### src/rtl/core/mcf_pkg.sv
// Shared types and constants of the filled-circle span generator.
// Used by the front end, the command queue users and the top level; no dependencies.
`timescale 1ns / 1ps

package mcf_pkg;

   // Default radius width and span command queue depth.
   localparam int RADIUS_BITS_DEF = 12;
   localparam int CMD_DEPTH_DEF   = 2;

   // Fixed widths of the channel fields.
   localparam int COORD_W = 16;
   localparam int RAD_W   = 12;
   localparam int SPAN_W  = 17;
   // Walk coordinates carried in a command, sized for the largest radius width.
   localparam int STEP_W  = 16;

   typedef enum logic {
      ACT_START   = 1'b0,
      ACT_ADVANCE = 1'b1
   } action_type;

   // One command from the front end: either a finished marker or one midpoint step.
   typedef struct packed {
      logic                      done;
      logic signed [COORD_W-1:0] cx;
      logic signed [COORD_W-1:0] cy;
      logic [STEP_W-1:0]         x;
      logic [STEP_W-1:0]         y;
   } cmd_type;

   localparam int CMD_W = $bits(cmd_type);

endpackage

### src/rtl/core/mcf_front.sv
// Front end: takes requests, keeps the circle and midpoint walk state, issues commands.
// Depends on mcf_pkg.
`timescale 1ns / 1ps

module mcf_front import mcf_pkg::*; #(
   parameter int RADIUS_BITS = RADIUS_BITS_DEF
) (
   input  logic                      clock,
   input  logic                      reset,
   input  logic                      accept,
   input  logic                      action,
   input  logic signed [COORD_W-1:0] center_x,
   input  logic signed [COORD_W-1:0] center_y,
   input  logic [RAD_W-1:0]          radius,
   output logic                      cmd_push,
   output cmd_type                   cmd
);

   localparam int X_W   = RADIUS_BITS + 2;
   localparam int Y_W   = RADIUS_BITS + 1;
   localparam int ERR_W = RADIUS_BITS + 4;

   logic signed [COORD_W-1:0] cx_ff, cx_in;
   logic signed [COORD_W-1:0] cy_ff, cy_in;
   logic signed [X_W-1:0]     x_ff, x_in;
   logic [Y_W-1:0]            y_ff, y_in;
   logic signed [ERR_W-1:0]   err_ff, err_in;
   logic                      busy_ff, busy_in;

   logic [RADIUS_BITS-1:0]    r_val;
   logic [Y_W-1:0]            y_next;
   logic signed [X_W-1:0]     x_dec;
   logic signed [ERR_W-1:0]   y_next_e;
   logic signed [ERR_W-1:0]   x_dec_e;
   logic signed [ERR_W-1:0]   err_add;
   logic                      walk_done;
   logic                      is_advance;

   always_comb begin
      r_val      = RADIUS_BITS'(radius);
      is_advance = (action_type'(action) == ACT_ADVANCE);
      y_next     = y_ff + Y_W'(1);
      x_dec      = x_ff - X_W'(1);
      y_next_e   = ERR_W'(y_next);
      x_dec_e    = ERR_W'(x_dec);
      walk_done  = !busy_ff || (x_ff < $signed({1'b0, y_ff}));
      if (err_ff[ERR_W-1]) begin
         err_add = y_next_e + y_next_e + ERR_W'(1);
      end else begin
         err_add = (y_next_e - x_dec_e + ERR_W'(1)) + (y_next_e - x_dec_e + ERR_W'(1));
      end

      cx_in   = cx_ff;
      cy_in   = cy_ff;
      x_in    = x_ff;
      y_in    = y_ff;
      err_in  = err_ff;
      busy_in = busy_ff;
      if (accept) begin
         if (!is_advance) begin
            cx_in   = center_x;
            cy_in   = center_y;
            x_in    = X_W'(r_val);
            y_in    = '0;
            err_in  = ERR_W'(1) - ERR_W'(r_val);
            busy_in = 1'b1;
         end else if (walk_done) begin
            busy_in = 1'b0;
         end else begin
            y_in   = y_next;
            err_in = err_ff + err_add;
            // A non-negative error moves the walk one column inward.
            if (!err_ff[ERR_W-1]) begin
               x_in = x_dec;
            end
         end
      end
   end

   always_ff @(posedge clock) begin
      if (reset) begin
         cx_ff   <= '0;
         cy_ff   <= '0;
         x_ff    <= '0;
         y_ff    <= '0;
         err_ff  <= '0;
         busy_ff <= 1'b0;
      end else begin
         cx_ff   <= cx_in;
         cy_ff   <= cy_in;
         x_ff    <= x_in;
         y_ff    <= y_in;
         err_ff  <= err_in;
         busy_ff <= busy_in;
      end
   end

   // Spans are only issued while x >= y >= 0, so the low radius bits hold both.
   always_comb begin
      cmd_push = accept && is_advance;
      cmd.done = walk_done;
      cmd.cx   = cx_ff;
      cmd.cy   = cy_ff;
      cmd.x    = STEP_W'(x_ff[RADIUS_BITS-1:0]);
      cmd.y    = STEP_W'(y_ff[RADIUS_BITS-1:0]);
   end

endmodule

### src/rtl/core/mcf_queue.sv
// Short first-in first-out queue of commands between the front and back ends.
// Generic width and depth; depends on nothing.
`timescale 1ns / 1ps

module mcf_queue #(
   parameter int WIDTH = 8,
   parameter int DEPTH = 2
) (
   input  logic                       clock,
   input  logic                       reset,
   input  logic                       wr_en,
   input  logic [WIDTH-1:0]           wr_data,
   input  logic                       rd_en,
   output logic [WIDTH-1:0]           rd_data,
   output logic                       q_full,
   output logic                       q_empty,
   output logic [$clog2(DEPTH+1)-1:0] q_count
);

   localparam int PTR_W = (DEPTH > 1) ? $clog2(DEPTH) : 1;
   localparam int CNT_W = $clog2(DEPTH + 1);

   logic [WIDTH-1:0] slot_ff [DEPTH];
   logic [PTR_W-1:0] wr_ptr_ff, wr_ptr_in;
   logic [PTR_W-1:0] rd_ptr_ff, rd_ptr_in;
   logic [CNT_W-1:0] count_ff, count_in;
   logic             do_wr;
   logic             do_rd;

   always_comb begin
      q_full  = (count_ff == CNT_W'(DEPTH));
      q_empty = (count_ff == '0);
      q_count = count_ff;
      rd_data = slot_ff[rd_ptr_ff];
      do_wr   = wr_en && !q_full;
      do_rd   = rd_en && !q_empty;

      wr_ptr_in = wr_ptr_ff;
      rd_ptr_in = rd_ptr_ff;
      if (do_wr) begin
         wr_ptr_in = (wr_ptr_ff == PTR_W'(DEPTH - 1)) ? '0 : wr_ptr_ff + PTR_W'(1);
      end
      if (do_rd) begin
         rd_ptr_in = (rd_ptr_ff == PTR_W'(DEPTH - 1)) ? '0 : rd_ptr_ff + PTR_W'(1);
      end
      count_in = count_ff;
      if (do_wr && !do_rd) begin
         count_in = count_ff + CNT_W'(1);
      end else if (do_rd && !do_wr) begin
         count_in = count_ff - CNT_W'(1);
      end
   end

   always_ff @(posedge clock) begin
      if (do_wr) begin
         slot_ff[wr_ptr_ff] <= wr_data;
      end
   end

   always_ff @(posedge clock) begin
      if (reset) begin
         wr_ptr_ff <= '0;
         rd_ptr_ff <= '0;
         count_ff  <= '0;
      end else begin
         wr_ptr_ff <= wr_ptr_in;
         rd_ptr_ff <= rd_ptr_in;
         count_ff  <= count_in;
      end
   end

endmodule

### src/rtl/core/mcf_back.sv
// Back end: expands each queued command into four spans or one done result.
// Holds the result register on the output side; depends on mcf_pkg.
`timescale 1ns / 1ps

module mcf_back import mcf_pkg::*; (
   input  logic                     clock,
   input  logic                     reset,
   input  cmd_type                  head,
   input  logic                     head_valid,
   output logic                     head_pop,
   output logic                     empty,
   input  logic                     pop,
   output logic signed [SPAN_W-1:0] span_row,
   output logic signed [SPAN_W-1:0] span_left,
   output logic signed [SPAN_W-1:0] span_right,
   output logic                     last_of_step,
   output logic                     done_res
);

   logic [1:0]               phase_ff, phase_in;
   logic                     valid_ff, valid_in;
   logic signed [SPAN_W-1:0] row_ff, row_in;
   logic signed [SPAN_W-1:0] left_ff, left_in;
   logic signed [SPAN_W-1:0] right_ff, right_in;
   logic                     last_ff, last_in;
   logic                     done_ff, done_in;

   logic                     load;
   logic                     final_phase;
   logic signed [SPAN_W-1:0] cx_e;
   logic signed [SPAN_W-1:0] cy_e;
   logic signed [SPAN_W-1:0] row_off;
   logic signed [SPAN_W-1:0] col_off;

   always_comb begin
      load        = head_valid && (!valid_ff || pop);
      final_phase = head.done || (phase_ff == 2'd3);
      head_pop    = load && final_phase;

      cx_e = SPAN_W'(head.cx);
      cy_e = SPAN_W'(head.cy);
      // Odd phases swap the roles of x and y; the upper two phases mirror the row.
      row_off = phase_ff[0] ? SPAN_W'(head.x) : SPAN_W'(head.y);
      col_off = phase_ff[0] ? SPAN_W'(head.y) : SPAN_W'(head.x);

      phase_in = phase_ff;
      valid_in = valid_ff;
      row_in   = row_ff;
      left_in  = left_ff;
      right_in = right_ff;
      last_in  = last_ff;
      done_in  = done_ff;
      if (load) begin
         valid_in = 1'b1;
         phase_in = final_phase ? 2'd0 : phase_ff + 2'd1;
         last_in  = final_phase;
         done_in  = head.done;
         if (head.done) begin
            row_in   = '0;
            left_in  = '0;
            right_in = '0;
         end else begin
            row_in   = phase_ff[1] ? cy_e - row_off : cy_e + row_off;
            left_in  = cx_e - col_off;
            right_in = cx_e + col_off;
         end
      end else if (pop) begin
         valid_in = 1'b0;
      end
   end

   always_ff @(posedge clock) begin
      if (reset) begin
         phase_ff <= 2'd0;
         valid_ff <= 1'b0;
      end else begin
         phase_ff <= phase_in;
         valid_ff <= valid_in;
      end
   end

   always_ff @(posedge clock) begin
      row_ff   <= row_in;
      left_ff  <= left_in;
      right_ff <= right_in;
      last_ff  <= last_in;
      done_ff  <= done_in;
   end

   assign empty        = !valid_ff;
   assign span_row     = row_ff;
   assign span_left    = left_ff;
   assign span_right   = right_ff;
   assign last_of_step = last_ff;
   assign done_res     = done_ff;

endmodule

### src/rtl/core/midpoint_circle_fill_spans.sv
// Top level of the filled-circle span generator: front end, command queue, back end.
// Depends on mcf_pkg, mcf_front, mcf_queue and mcf_back.
//
//   channel   ports                               handshake
//   request   req_action, req_center_*, req_radius push / full
//   result    rsp_span_*, rsp_last_of_step,       empty / pop
//             rsp_done_res
//
// A request is taken in the cycle it is pushed while full is low; start requests give
// no result. An advance becomes one queued command; the back end turns it into four
// spans at one per cycle while results are popped (or one done result); the single
// span output register sets the steady advance rate. While a result waits unpopped
// the back end holds its command; the queue then fills and full rises. Synchronous
// reset clears all control state; full rises only when the command queue is full.
`timescale 1ns / 1ps

module midpoint_circle_fill_spans import mcf_pkg::*; #(
   parameter int RADIUS_BITS = RADIUS_BITS_DEF,
   parameter int CMD_DEPTH   = CMD_DEPTH_DEF
) (
   input  logic                     clock,
   input  logic                     reset,
   input  logic                     push,
   output logic                     full,
   input  logic                     req_action,
   input  logic signed [COORD_W-1:0] req_center_x,
   input  logic signed [COORD_W-1:0] req_center_y,
   input  logic [RAD_W-1:0]         req_radius,
   output logic                     empty,
   input  logic                     pop,
   output logic signed [SPAN_W-1:0] rsp_span_row,
   output logic signed [SPAN_W-1:0] rsp_span_left,
   output logic signed [SPAN_W-1:0] rsp_span_right,
   output logic                     rsp_last_of_step,
   output logic                     rsp_done_res
);

   logic                         accept;
   logic                         cmd_push;
   cmd_type                      cmd_in;
   cmd_type                      cmd_head;
   logic                         q_full;
   logic                         q_empty;
   logic [$clog2(CMD_DEPTH+1)-1:0] q_count;
   logic                         head_pop;

   assign full   = q_full;
   assign accept = push && !q_full;

   mcf_front #(
      .RADIUS_BITS(RADIUS_BITS)
   ) u_front (
      .clock   (clock),
      .reset   (reset),
      .accept  (accept),
      .action  (req_action),
      .center_x(req_center_x),
      .center_y(req_center_y),
      .radius  (req_radius),
      .cmd_push(cmd_push),
      .cmd     (cmd_in)
   );

   mcf_queue #(
      .WIDTH(CMD_W),
      .DEPTH(CMD_DEPTH)
   ) u_queue (
      .clock  (clock),
      .reset  (reset),
      .wr_en  (cmd_push),
      .wr_data(cmd_in),
      .rd_en  (head_pop),
      .rd_data(cmd_head),
      .q_full (q_full),
      .q_empty(q_empty),
      .q_count(q_count)
   );

   mcf_back u_back (
      .clock       (clock),
      .reset       (reset),
      .head        (cmd_head),
      .head_valid  (!q_empty),
      .head_pop    (head_pop),
      .empty       (empty),
      .pop         (pop),
      .span_row    (rsp_span_row),
      .span_left   (rsp_span_left),
      .span_right  (rsp_span_right),
      .last_of_step(rsp_last_of_step),
      .done_res    (rsp_done_res)
   );

   // Every accepted advance leaves a command in the queue after the edge.
   assert property (@(posedge clock) disable iff (reset)
      (accept && (req_action == ACT_ADVANCE)) |=> !q_empty)
   else $error("advance request did not reach the command queue");

   assert property (@(posedge clock) disable iff (reset)
      q_count <= ($clog2(CMD_DEPTH+1))'(CMD_DEPTH))
   else $error("command queue count exceeds its depth");

   // A done result closes its request and carries no span.
   assert property (@(posedge clock) disable iff (reset)
      (!empty && rsp_done_res) |-> (rsp_last_of_step && (rsp_span_row == '0)
         && (rsp_span_left == '0) && (rsp_span_right == '0)))
   else $error("done result with span data or without last flag");

   // The back end pops the queue only on the last result of a command.
   assert property (@(posedge clock) disable iff (reset)
      head_pop |=> (!empty && rsp_last_of_step))
   else $error("command retired without its last result");

endmodule
### config.mk
export PLATFORM = sky130hd
export DESIGN_NAME = midpoint_circle_fill_spans
export DESIGN_NICKNAME = d
export VERILOG_FILES = /design/src/rtl/core/mcf_pkg.sv /design/src/rtl/core/mcf_front.sv /design/src/rtl/core/mcf_queue.sv /design/src/rtl/core/mcf_back.sv /design/src/rtl/core/midpoint_circle_fill_spans.sv
export SDC_FILE = /design/constraint.sdc
export NUM_CORES = 1
export LEC_CHECK = 0
export ABC_AREA = 0
export BUFFER_PORTS_ARGS = -buffer_cell sky130_fd_sc_hd__buf_2
export CAP_MARGIN = 30
export CELL_PAD_IN_SITES_DETAIL_PLACEMENT = 1
export CELL_PAD_IN_SITES_GLOBAL_PLACEMENT = 1
export CORE_ASPECT_RATIO = 0.75
export CORE_MARGIN = 8
export CORE_UTILIZATION = 45
export CTS_CLUSTER_SIZE = 25
export DETAILED_ROUTE_END_ITERATION = 10
export PLACE_DENSITY_LB_ADDON = 0.1
export SKIP_CTS_REPAIR_TIMING = 1
export SYNTH_ARGS = -nofsm -noshare
export SYNTH_HDL_FRONTEND = slang
export SYNTH_SLANG_ARGS = --single-unit
export TNS_END_PERCENT = 10
### constraint.sdc
create_clock -name clock -period 6.7 [get_ports clock]
set_clock_uncertainty 0.15 [all_clocks]
set_input_delay 0.335 -clock clock [delete_from_list [all_inputs] [get_ports clock]]
set_output_delay 0.335 -clock clock [all_outputs]
set_load 0.02 [all_outputs]
; ---- Yosys cells after proc, flatten, opt, wreduce, memory -nomap -nowiden
; Memories as Yosys holds them, arrays and structs flattened. A register that Yosys moved wholly into a read port is not among the register bits.
; Cells that the tools add are included.
[op_classes]
addsub = 18
magnitude_cmp = 1
n_eq_ne = 5
n_mux = 24
bitwise = 1
reduce_logical = 24
[ops]
columns = cell, n
row1 = $mux W16, 5
row2 = $mux W14, 3
row3 = $add A16 B17 Y17, 2
row4 = $sub A16 B17 Y17, 2
row5 = $add A16 B16 Y16, 2
row6 = $add A16 B2 Y16 const B, 2
row7 = $mux W13, 2
row8 = $mux W17, 1
row9 = $sub A14 B14 Y15, 1
row10 = $add A13 B13 Y14, 1
row11 = $lt A14 B14 Y1, 1
row12 = $sub A14 B2 Y14 const B, 1
row13 = $add A13 B1 Y13 const B, 1
row14 = $sub A1 B12 Y13 const A, 1
row15 = $mux W1, 10
row16 = $logic_and A1 B1 Y1, 8
row17 = $logic_not A1 Y1, 6
row18 = $mux W2, 3
row19 = $reduce_and A2 Y1, 3
row20 = $add A2 B1 Y2 const B, 2
row21 = $eq A2 B2 Y1 const B, 2
row22 = $ne A2 B2 Y1 const B, 2
row23 = $reduce_bool A2 Y1, 2
row24 = $logic_or A1 B1 Y1, 3
row25 = 6 further kinds, 7
[word_totals]
ff_bits = 136
mem_bits_rw = 114
inputBits = 49
output_inout_bits = 55
word_cells = 90
memories = 1
[mem_list]
columns = memory, depth, width, read_ports, rd_ports_with_merged_regs, wr, line
row1 = u_queue.slot_ff, 2, 57, 1, 1, 1, mcf_queue.sv:23  ; logic [WIDTH-1:0] slot_ff [DEPTH];

; ---- Logic depth before layout (Yosys ltp)
; Gate-level depths: netlist of run 1.
[logic_depth]
word_depth = 9
mapped_depth = 25

; ---- Hierarchy
; Synthesis of run 1 repeated with hierarchy kept, for this count alone.
[unflattened]
hier_cells = 1589
hier_area_um2 = 15887.7
[by_module_without_submodules]
columns = module, n_inst, cells_each, area_per_inst_um2
row1 = mcf_front, 1, 756, 5743.0
row2 = mcf_back, 1, 604, 5226.3
row3 = mcf_queue, 1, 227, 4901.0
row4 = midpoint_circle_fill_spans, 1, 2, 17.5

; ---- Worst setup path before layout of run 1
; OpenSTA, ideal clock, no wires.
[synth_path]
kind = register to register
from = reg (tool-made name)
to = reg u_back.left_ff[13] (netlist: u_back.span_left[13]), data pin
setup_ps = 265
t_arrival_ps = 4295
slack_ps = 1990
stages_incl_launch_ff = 19
n_path_buf = 5
synth_period_minus_slack_ps = 4710
cell_sequence = dfxtp_1 buf_2 buf_2 buf_2 clkbuf_1 buf_1 mux2i_1 inv_1 ha_1 nor2b_1 o21ai_0 a21oi_1 o21ai_0 a211oi_1 o21ai_0 nand2_1 a21o_1 a211oi_1 mux2i_1
[synth_lines]
columns = element, line
row1 = "end signal, assigned", mcf_back.sv:84  ; left_ff <= left_in;
row2 = "end, declared", mcf_back.sv:23  ; logic signed [SPAN_W-1:0] left_ff, left_in;

; ---- Final worst setup path of run 1
[layout_path]
from = reg u_front.y_ff[0]
to = reg u_front.err_ff[15]
[layout_via]
elab_chain_len = 8
elab_cells_between_ends = 14
[layout_lines]
columns = element, line
row1 = "start, declared", mcf_front.sv:26  ; logic [Y_W-1:0] y_ff, y_in;
row2 = "start signal, assigned", mcf_front.sv:92  ; y_ff <= y_in;
row3 = $add A13 B1 Y13, mcf_front.sv:42  ; y_next = y_ff + Y_W'(1);
row4 = $sub A14 B14 Y15, mcf_front.sv:50  ; err_add = (y_next_e - x_dec_e + ERR_W'(1)) + (y_next_e - x_dec_e + ERR_W'(1));
row5 = $add A16 B2 Y16, mcf_front.sv:50
row6 = $add A16 B16 Y16, mcf_front.sv:50
row7 = $mux W16, mcf_front.sv:47  ; if (err_ff[ERR_W-1]) begin
row8 = $add A16 B16 Y16, mcf_front.sv:71  ; err_in = err_ff + err_add;
row9 = $mux W16, mcf_front.sv:67  ; end else if (walk_done) begin
row10 = $mux W16, mcf_front.sv:60  ; if (!is_advance) begin
row11 = "end signal, assigned", mcf_front.sv:93  ; err_ff <= err_in;
row12 = "end, declared", mcf_front.sv:27  ; logic signed [ERR_W-1:0] err_ff, err_in;
; Several ways; a longest one is shown, not always the timed one. The select of a mux whose other input is x is not followed.
; A chain may end at the register's enable or synchronous reset.

==> results of run 1 <==
-- final timing paths --
| check | slack (ns) | start | endpoint |
|---|---|---|---|
| setup / recovery | 1.23 | u_front.y_ff[0] | u_front.err_ff[15] |
| setup reg to reg | 1.23 | u_front.y_ff[0] | u_front.err_ff[15] |
| hold / removal | 0.02 | req_radius[2] | u_front.err_ff[4] |
| hold reg to reg | 0.30 | u_front.cx_ff[14] | u_queue.slot_ff[0][54] |
-- report_power, final --
group | total (W) | leakage (nW) | switching (W) | internal, W
clock network | 0.00155 | 0.440 | 0.000624 | 0.000923
logic | 0.00409 | 3.54 | 0.00251 | 0.00158
registers | 0.00228 | 2.27 | 0.000173 | 0.00210
-- through the flow --
step	power (W)	hold WS [ns]	util [%]	instance area, µm²
5_1_grt	0.00849	0.0393	53.1	16100
6_report	0.00791	0.0219	53.1	16100
3_5_place_dp	0.00636	0.292	49.0	14800
2_1_floorplan	0.00530	0.275	-	13900
3_3_place_gp	0.00625	0.281	49.0	14800
4_1_cts	0.00795	-0.155	52.0	15800
-- flip-flops by register name, summed over array words and instances, names as in the netlist, 2 cells and up, named ones only --
name	cells
u_queue.slot_ff	114
u_back.span_left	16
u_front.err_ff	16
u_back.span_right	17
u_front.cx_ff	16
u_back.phase_ff	2
u_queue.q_count	2
u_back.span_row	17
u_front.x_ff	14
u_front.y_ff	13
u_front.cy_ff	16
-- layer usage --
metal	GRT usage (%)	share of wire, %	vias to the layer above
met1	28.5	51	5166
met5	0	0	-
met4	3.50	1.5	0
met2	30.5	44	140
li1	-	-	5193
met3	2.88	3.5	46
-- critical path, delay by kind of cell, from the launching register on --
kind	cells	cell delay (ns)
AND/OR/NAND/NOR	6	1.19
adder cells (fa/ha/maj)	3	1.01
AO/OA/AOI/OAI	6	1.82
XOR/XNOR	3	0.53
multiplexers	1	0.15
flip-flops	1	0.50
-- cells in the final DEF, fill, tap and decap left out, types with 12 or more instances in the layout --
master | Yosys | layout
mux2i_1 | 24 | 24
nor2b_1 | 15 | 15
nor3_1 | 45 | 45
inv_1 | 65 | 64
a21o_1 | 20 | 20
nor2_1 | 169 | 167
or3_1 | 15 | 15
nand2_1 | 123 | 123
nor4_1 | 15 | 15
xnor2_1 | 73 | 73
mux2_2 | 40 | 40
o21bai_1 | 15 | 15
dlygate4sd3_1 | 0 | 33
nand3_1 | 26 | 26
buf_2 | 5 | 103
edfxtp_1 | 166 | 166
o21ai_0 | 49 | 49
clkbuf_16 | 0 | 27
xor2_1 | 35 | 35
ha_1 | 88 | 88
a211oi_1 | 19 | 19
a21oi_1 | 130 | 130
buf_4 | 2 | 15
dfxtp_1 | 84 | 83
nand2b_1 | 12 | 12
-- synthesized netlist by cell type, types with 3 or more instances --
| library cell | number | share of area [%] |
|---|---|---|
| nor2_1 | 169 | 4.6 |
| edfxtp_1 | 166 | 36 |
| a21oi_1 | 130 | 4.7 |
| nand2_1 | 123 | 3.3 |
| ha_1 | 88 | 7.9 |
| dfxtp_1 | 84 | 12 |
| xnor2_1 | 73 | 4.6 |
| inv_1 | 65 | 1.8 |
| o21ai_0 | 49 | 1.8 |
| nor3_1 | 45 | 1.6 |
| clkbuf_1 | 42 | 1.1 |
| mux2_2 | 40 | 3.2 |
| xor2_1 | 35 | 2.2 |
| nand3_1 | 26 | 0.93 |
| mux2i_1 | 24 | 1.7 |
| a21o_1 | 20 | 1.1 |
| a211oi_1 | 19 | 1.0 |
| nor2b_1 | 15 | 0.67 |
| nor4_1 | 15 | 0.67 |
| o21bai_1 | 15 | 0.81 |
| or3_1 | 15 | 0.67 |
| nand2b_1 | 12 | 0.54 |
| a22oi_1 | 9 | 0.49 |
| and3_1 | 9 | 0.40 |
| or2_2 | 9 | 0.40 |
| o21a_1 | 8 | 0.43 |
| buf_1 | 7 | 0.19 |
| a31oi_1 | 5 | 0.22 |
| and2_1 | 5 | 0.22 |
| buf_2 | 5 | 0.18 |
| fa_1 | 5 | 0.72 |
| nor3b_1 | 5 | 0.27 |
| nand3b_1 | 3 | 0.16 |
| nand4_1 | 3 | 0.13 |
| o211ai_1 | 3 | 0.16 |
| o31a_1 | 3 | 0.19 |
| o41ai_1 | 3 | 0.19 |
-- logic make-up after synthesis --
kind of cell	count (synthesis)
AOI/OAI and AO/OA	288
DFF	250
xor gates and xnor gates	109
adders and majority gates	93
buffers and inverters	123
and+or+nand+nor	463
muxes	66
-- layout make-up --
type | instances | area [µm²]
clock buffers | 40 | 785
clock inverters | 10 | 130
fillers | 3364 | 14200
inverters | 67 | 251
multi-input cells | 1019 | 6790
flip-flops and latches | 250 | 6670
well taps | 399 | 499
repair buffers | 152 | 970
==> impl_results.md, run 1 <==
* Status: completed
* Worst-path fanout max at 9
* Overflow after GRT at 0
* Vias per cell at 5.44
* F_max at 183 MHz
* Synth async-reset ratio at 0%
* Die area at 0.0369 mm²
* Post-route setup TNS at 0 ns
* Hpwl dp at 26,600 µm
* CP arrival at 5.76 ns
* Compound-cell area share of the yosys netlist at 12.6%
* Critical path's slowest cell: dfxtp_1
* Cells after DPL at 1,854
* Num rows at 55
* Final WL at 37,400 µm
* TritonCTS Buffers at 27
* Cell mode on critical path: ha_1
* Synth Area in Adders at 8.63%
* Pwr dens at 492 mW/mm²
* Max-slew violations at 0
* CP cell instances: ha_1, nand3_1, nor3_1, xnor2_1, ha_1, or2_2, o32a_2, xor2_2, xor2_1, o21ai_0, ha_1, nand2_1, o311ai_0, o211ai_1, o21a_1, o21ai_0, nor4_1, mux2i_1, nand2_1
* Synthesized area at 0.0139 mm²
* Nets@finish at 1,659
* Hold Path Stages at 4
* Maxcap violations at 0
* Skew-Pair Late Insertion Delay at 0.55 ns
* Core area at 0.0303 mm²
* Placement Setup Slack at 1.31 ns
* Antenna violations before repair at 0
* Clock root buffer: clkbuf_16
* Seq/Total Area, Yosys at 47.9%
* Fin crit share at 81.7%
* Main combinational cell family by area after synthesis: simple AND/OR/NAND/NOR gates
* H-tree Lvls at 1
* Chip height at 168 µm
* Leak pwr at 6.25 nW
* VDD IR-drop max at 0.000235 V
* First-pass GRT wire length at 58,700 µm
* Mux contribution to synthesized area at 5.29%
* First-pass DRT Iterations at 5
* Clock Pin Slew Worst Setup and Hold Paths at 0.06 ns
* Routed length per instance at 19.3 µm
* Final Non-Filler Cells at 1,937
* Die W at 219 µm
* Post-detailed-route DRC marker count at 0
* Number of DRC markers in iteration 0 at 576
* Num Clock Sinks at 250
* Ys flop type: edfxtp_1
* Synthesized Nets at 1,534
* Diode count at 0
* Total Routing Usage GR at 19.5%
* Post-layout minimum cycle time at 5.47 ns
* Initial Util at 46.0%
* Area Growth Syn to Fin at 15.6%
* PnR worst setup slack at 1.23 ns
* Max clock buf depth at 3
* Final ANT Viol Nets at 0
* Worst Setup End Kind: flip-flop
* Final hold vios at 0
* Rel. slew slack at 40.1%
* Post-synth EDFFs at 166
* Warnings, synthesis at 0
* Hold/Removal Path Class: in2reg
* Worst setup SP type: flip-flop
* Via count at 10,500
* Cell count after synthesis at 1,392
* Critical Path RT at 6.98 ns
* Vias in the first global route at 10,700
* Gpl congestion at 0.840
* Synth Area in XOR/XNOR at 6.91%
* Distinct cells, synth at 66
* Layout cells sized above 1 at 14.6%
* Reg2reg path depth at 19
* IO Count at 104
* RSZ-0062 raised after global routing: false
* Slew @ Worst Pin at 0.889 ns
* CTS tree: done
* Largest net degree at the start of global routing at 58
* Final setup vio count at 0
* Simple-gate share of the synthesized area at 15.3%
* IO Port Bufs at 103
* Crit Path Category: reg2reg
* Yosys reg bits at 250
* Slowest stage delay, CP at 0.50 ns
* Syn Area/Cell at 10.0 µm²
Note: power is estimated with default switching activity, not from simulation.
==> run 2: changes to the inputs <==
==> constraint.sdc (replaced) <==
create_clock -name clock -period 5.5 [get_ports clock]
set_clock_uncertainty 0.15 [all_clocks]
set_input_delay 0.275 -clock clock [delete_from_list [all_inputs] [get_ports clock]]
set_output_delay 0.275 -clock clock [all_outputs]
set_load 0.02 [all_outputs]
==> run 2 against run 1 <==
  * Clock power rose by 13%
  * Register-to-register slack got worse by 0.84 ns
  * Largest power group unchanged
  * Global-route usage rose by 0.84 points
  * Highest routed layer unchanged
==> impl_results.md, run 2 (same netlist as run 1, synthesis figures left out) <==
* Final WL at 38,400 µm
* CP arrival at 5.44 ns
* Fin crit share at 93.0%
* IO Count at 104
* Largest net degree at the start of global routing at 77
* Reg2reg path depth at 23
* Crit Path Category: reg2reg
* Via count at 10,700
* Placement Setup Slack at 0.258 ns
* CP cell instances: inv_1, ha_1, nand2b_1, or3_1, nor2_1, xnor2_1, ha_1, or2_2, o32a_2, xor2_2, nor4b_4, nand2_1, xor2_1, o21ai_0, ha_1, or2_2, a21oi_1, a31oi_1, a21o_1, a21oi_1, xnor2_1, a21oi_1, nor3_1
* Hpwl dp at 27,500 µm
* TritonCTS Buffers at 27
* Reg power frac at 28.8%
* FF/Latch Area at 0.00667 mm²
* Num Clock Sinks at 250
* Overflow after GRT at 0
* Worst setup path start: u_front.x_ff[0]
* # fillers at 3,391
* Layout cells sized above 1 at 15.5%
* Combinational share of power at 53.0%
* Sw frac at 42.4%
* Gpl congestion at 0.841
* Die area at 0.0369 mm²
* Antenna violations before repair at 0
* PnR worst setup slack at 0.384 ns
* P_int at 0.00551 W
* Hold/Removal Path Class: in2reg
* Max-slew violations at 0
* Core area at 0.0303 mm²
* Final hold vios at 0
* Maxcap violations at 0
* Crit path depth at 23
* First-pass DRT Iterations at 5
* Final setup vio count at 0
* Nets@finish at 1,673
* Critical path's slowest cell: or3_1
* Chip height at 168 µm
* Diode count at 0
* Post-layout minimum cycle time at 5.12 ns
* Worst setup SP type: flip-flop
* Worst Setup End Kind: flip-flop
* FF-to-FF End: u_front.err_ff[14]
* Routed length per instance at 19.7 µm
* Area Growth Syn to Fin at 16.1%
* IO Port Bufs at 103
* Biggest register: u_queue.slot_ff
* First-pass GRT wire length at 60,500 µm
* Max clock buf depth at 3
* VDD IR-drop max at 0.000320 V
* Status: completed
* Clock Pin Slew Worst Setup and Hold Paths at 0.06 ns
* Skew-Pair Late Insertion Delay at 0.55 ns
* Final ANT Viol Nets at 0
* Clock root buffer: clkbuf_16
* CP Buf/Inv Count at 1
* R2r startpoint: u_front.x_ff[0]
* Worst hold margin at 0.000726 ns
* Critical Path RT at 5.83 ns
* F_max at 195 MHz
* CP top delay family: simple AND/OR/NAND/NOR gates
* Vias in the first global route at 11,000
* Pwr dens at 592 mW/mm²
* Max reg flops at 114
* Die W at 219 µm
* CTS tree: done
* Leak pwr at 6.30 nW
* H-tree Lvls at 1
* Slowest stage delay, CP at 0.42 ns
* Worst-path fanout max at 7
* Rel. slew slack at 35.5%
* Total Routing Usage GR at 20.4%
* Setup crit end: u_front.err_ff[14]
* Part of the power in the clock network at 18.3%
* Post-DP Area at 0.0149 mm²
* Final instance area at 0.0162 mm²
* Multi-input logic area at 0.00680 mm²
* Slew @ Worst Pin at 0.957 ns
* R2R setup slack at 0.38 ns
* Most frequent cells in the layout: nor2_1, edfxtp_1, a21oi_1, nand2_1, buf_2
* Post-detailed-route DRC marker count at 0
* Number of DRC markers in iteration 0 at 614
* Initial Util at 46.0%
* Vias per cell at 5.51
* Num rows at 55
* Net switching power at 0.00406 W
[run 2: layout make-up]
class | count | area share (%)
sequential | 250 | 41.3
tap | 399 | 3.09
clock buffer | 35 | 4.56
inverter | 67 | 1.56
timing repair buffer | 166 | 6.81
clock inverter | 13 | 0.612
multi-input combinational | 1019 | 42.1
[run 2: tightest hold or removal path, stage by stage]
cell	delay, ns
buf_2	0.16
xnor2_1	0.09
nand2_1	0.06
a311oi_1	0.07
[run 2: per-stage QoR]
step	cells	total power [W]	setup TNS (ns)	util, %
after floorplan	1392	0.00645	0	-
after detailed placement	1864	0.00781	0	49.3
after global routing	1949	0.0103	-0.00735	53.4
final	1949	0.00957	0	53.4
after global placement	1863	0.00764	0	49.2
after CTS	1912	0.00962	0	52.0
[run 2: metal layers]
metal  global-route usage [%]  vias to the layer above  part of all wire [%]
met3                     2.87                       37                   4.0
met4                     4.11                        0                   1.3
met5                        0                        -                     0
li1                         -                     5224                     -
met2                     32.7                      186                    46
met1                     28.9                     5285                    49
[run 2: how the worst min path moves through the flow]
| stage | startpoint | cells after the start | to | slack [ns] |
|---|---|---|---|---|
| after floorplan | req_center_x[0] | 2 | u_front.cx_ff[0] | 0.26 |
| after global placement | u_front.cx_ff[10] | 0 | u_queue.slot_ff[0][50] | 0.28 |
| after detailed placement | u_front.cx_ff[8] | 0 | u_queue.slot_ff[0][48] | 0.29 |
| after CTS | req_center_y[7] | 3 | u_front.cy_ff[7] | -0.22 |
| after global routing | req_radius[3] | 4 | u_front.err_ff[3] | 0.009 |
| final | req_radius[3] | 4 | u_front.err_ff[3] | 0.0007 |
[run 2: power by group through the flow]
stage	clock (W)	sequential [W]	combinational, W
6_report	0.00175	0.00275	0.00507
5_1_grt	0.00185	0.00280	0.00563
2_1_floorplan	0	0.00300	0.00345
3_5_place_dp	0	0.00279	0.00502
4_1_cts	0.00179	0.00276	0.00507
3_3_place_gp	0	0.00277	0.00487
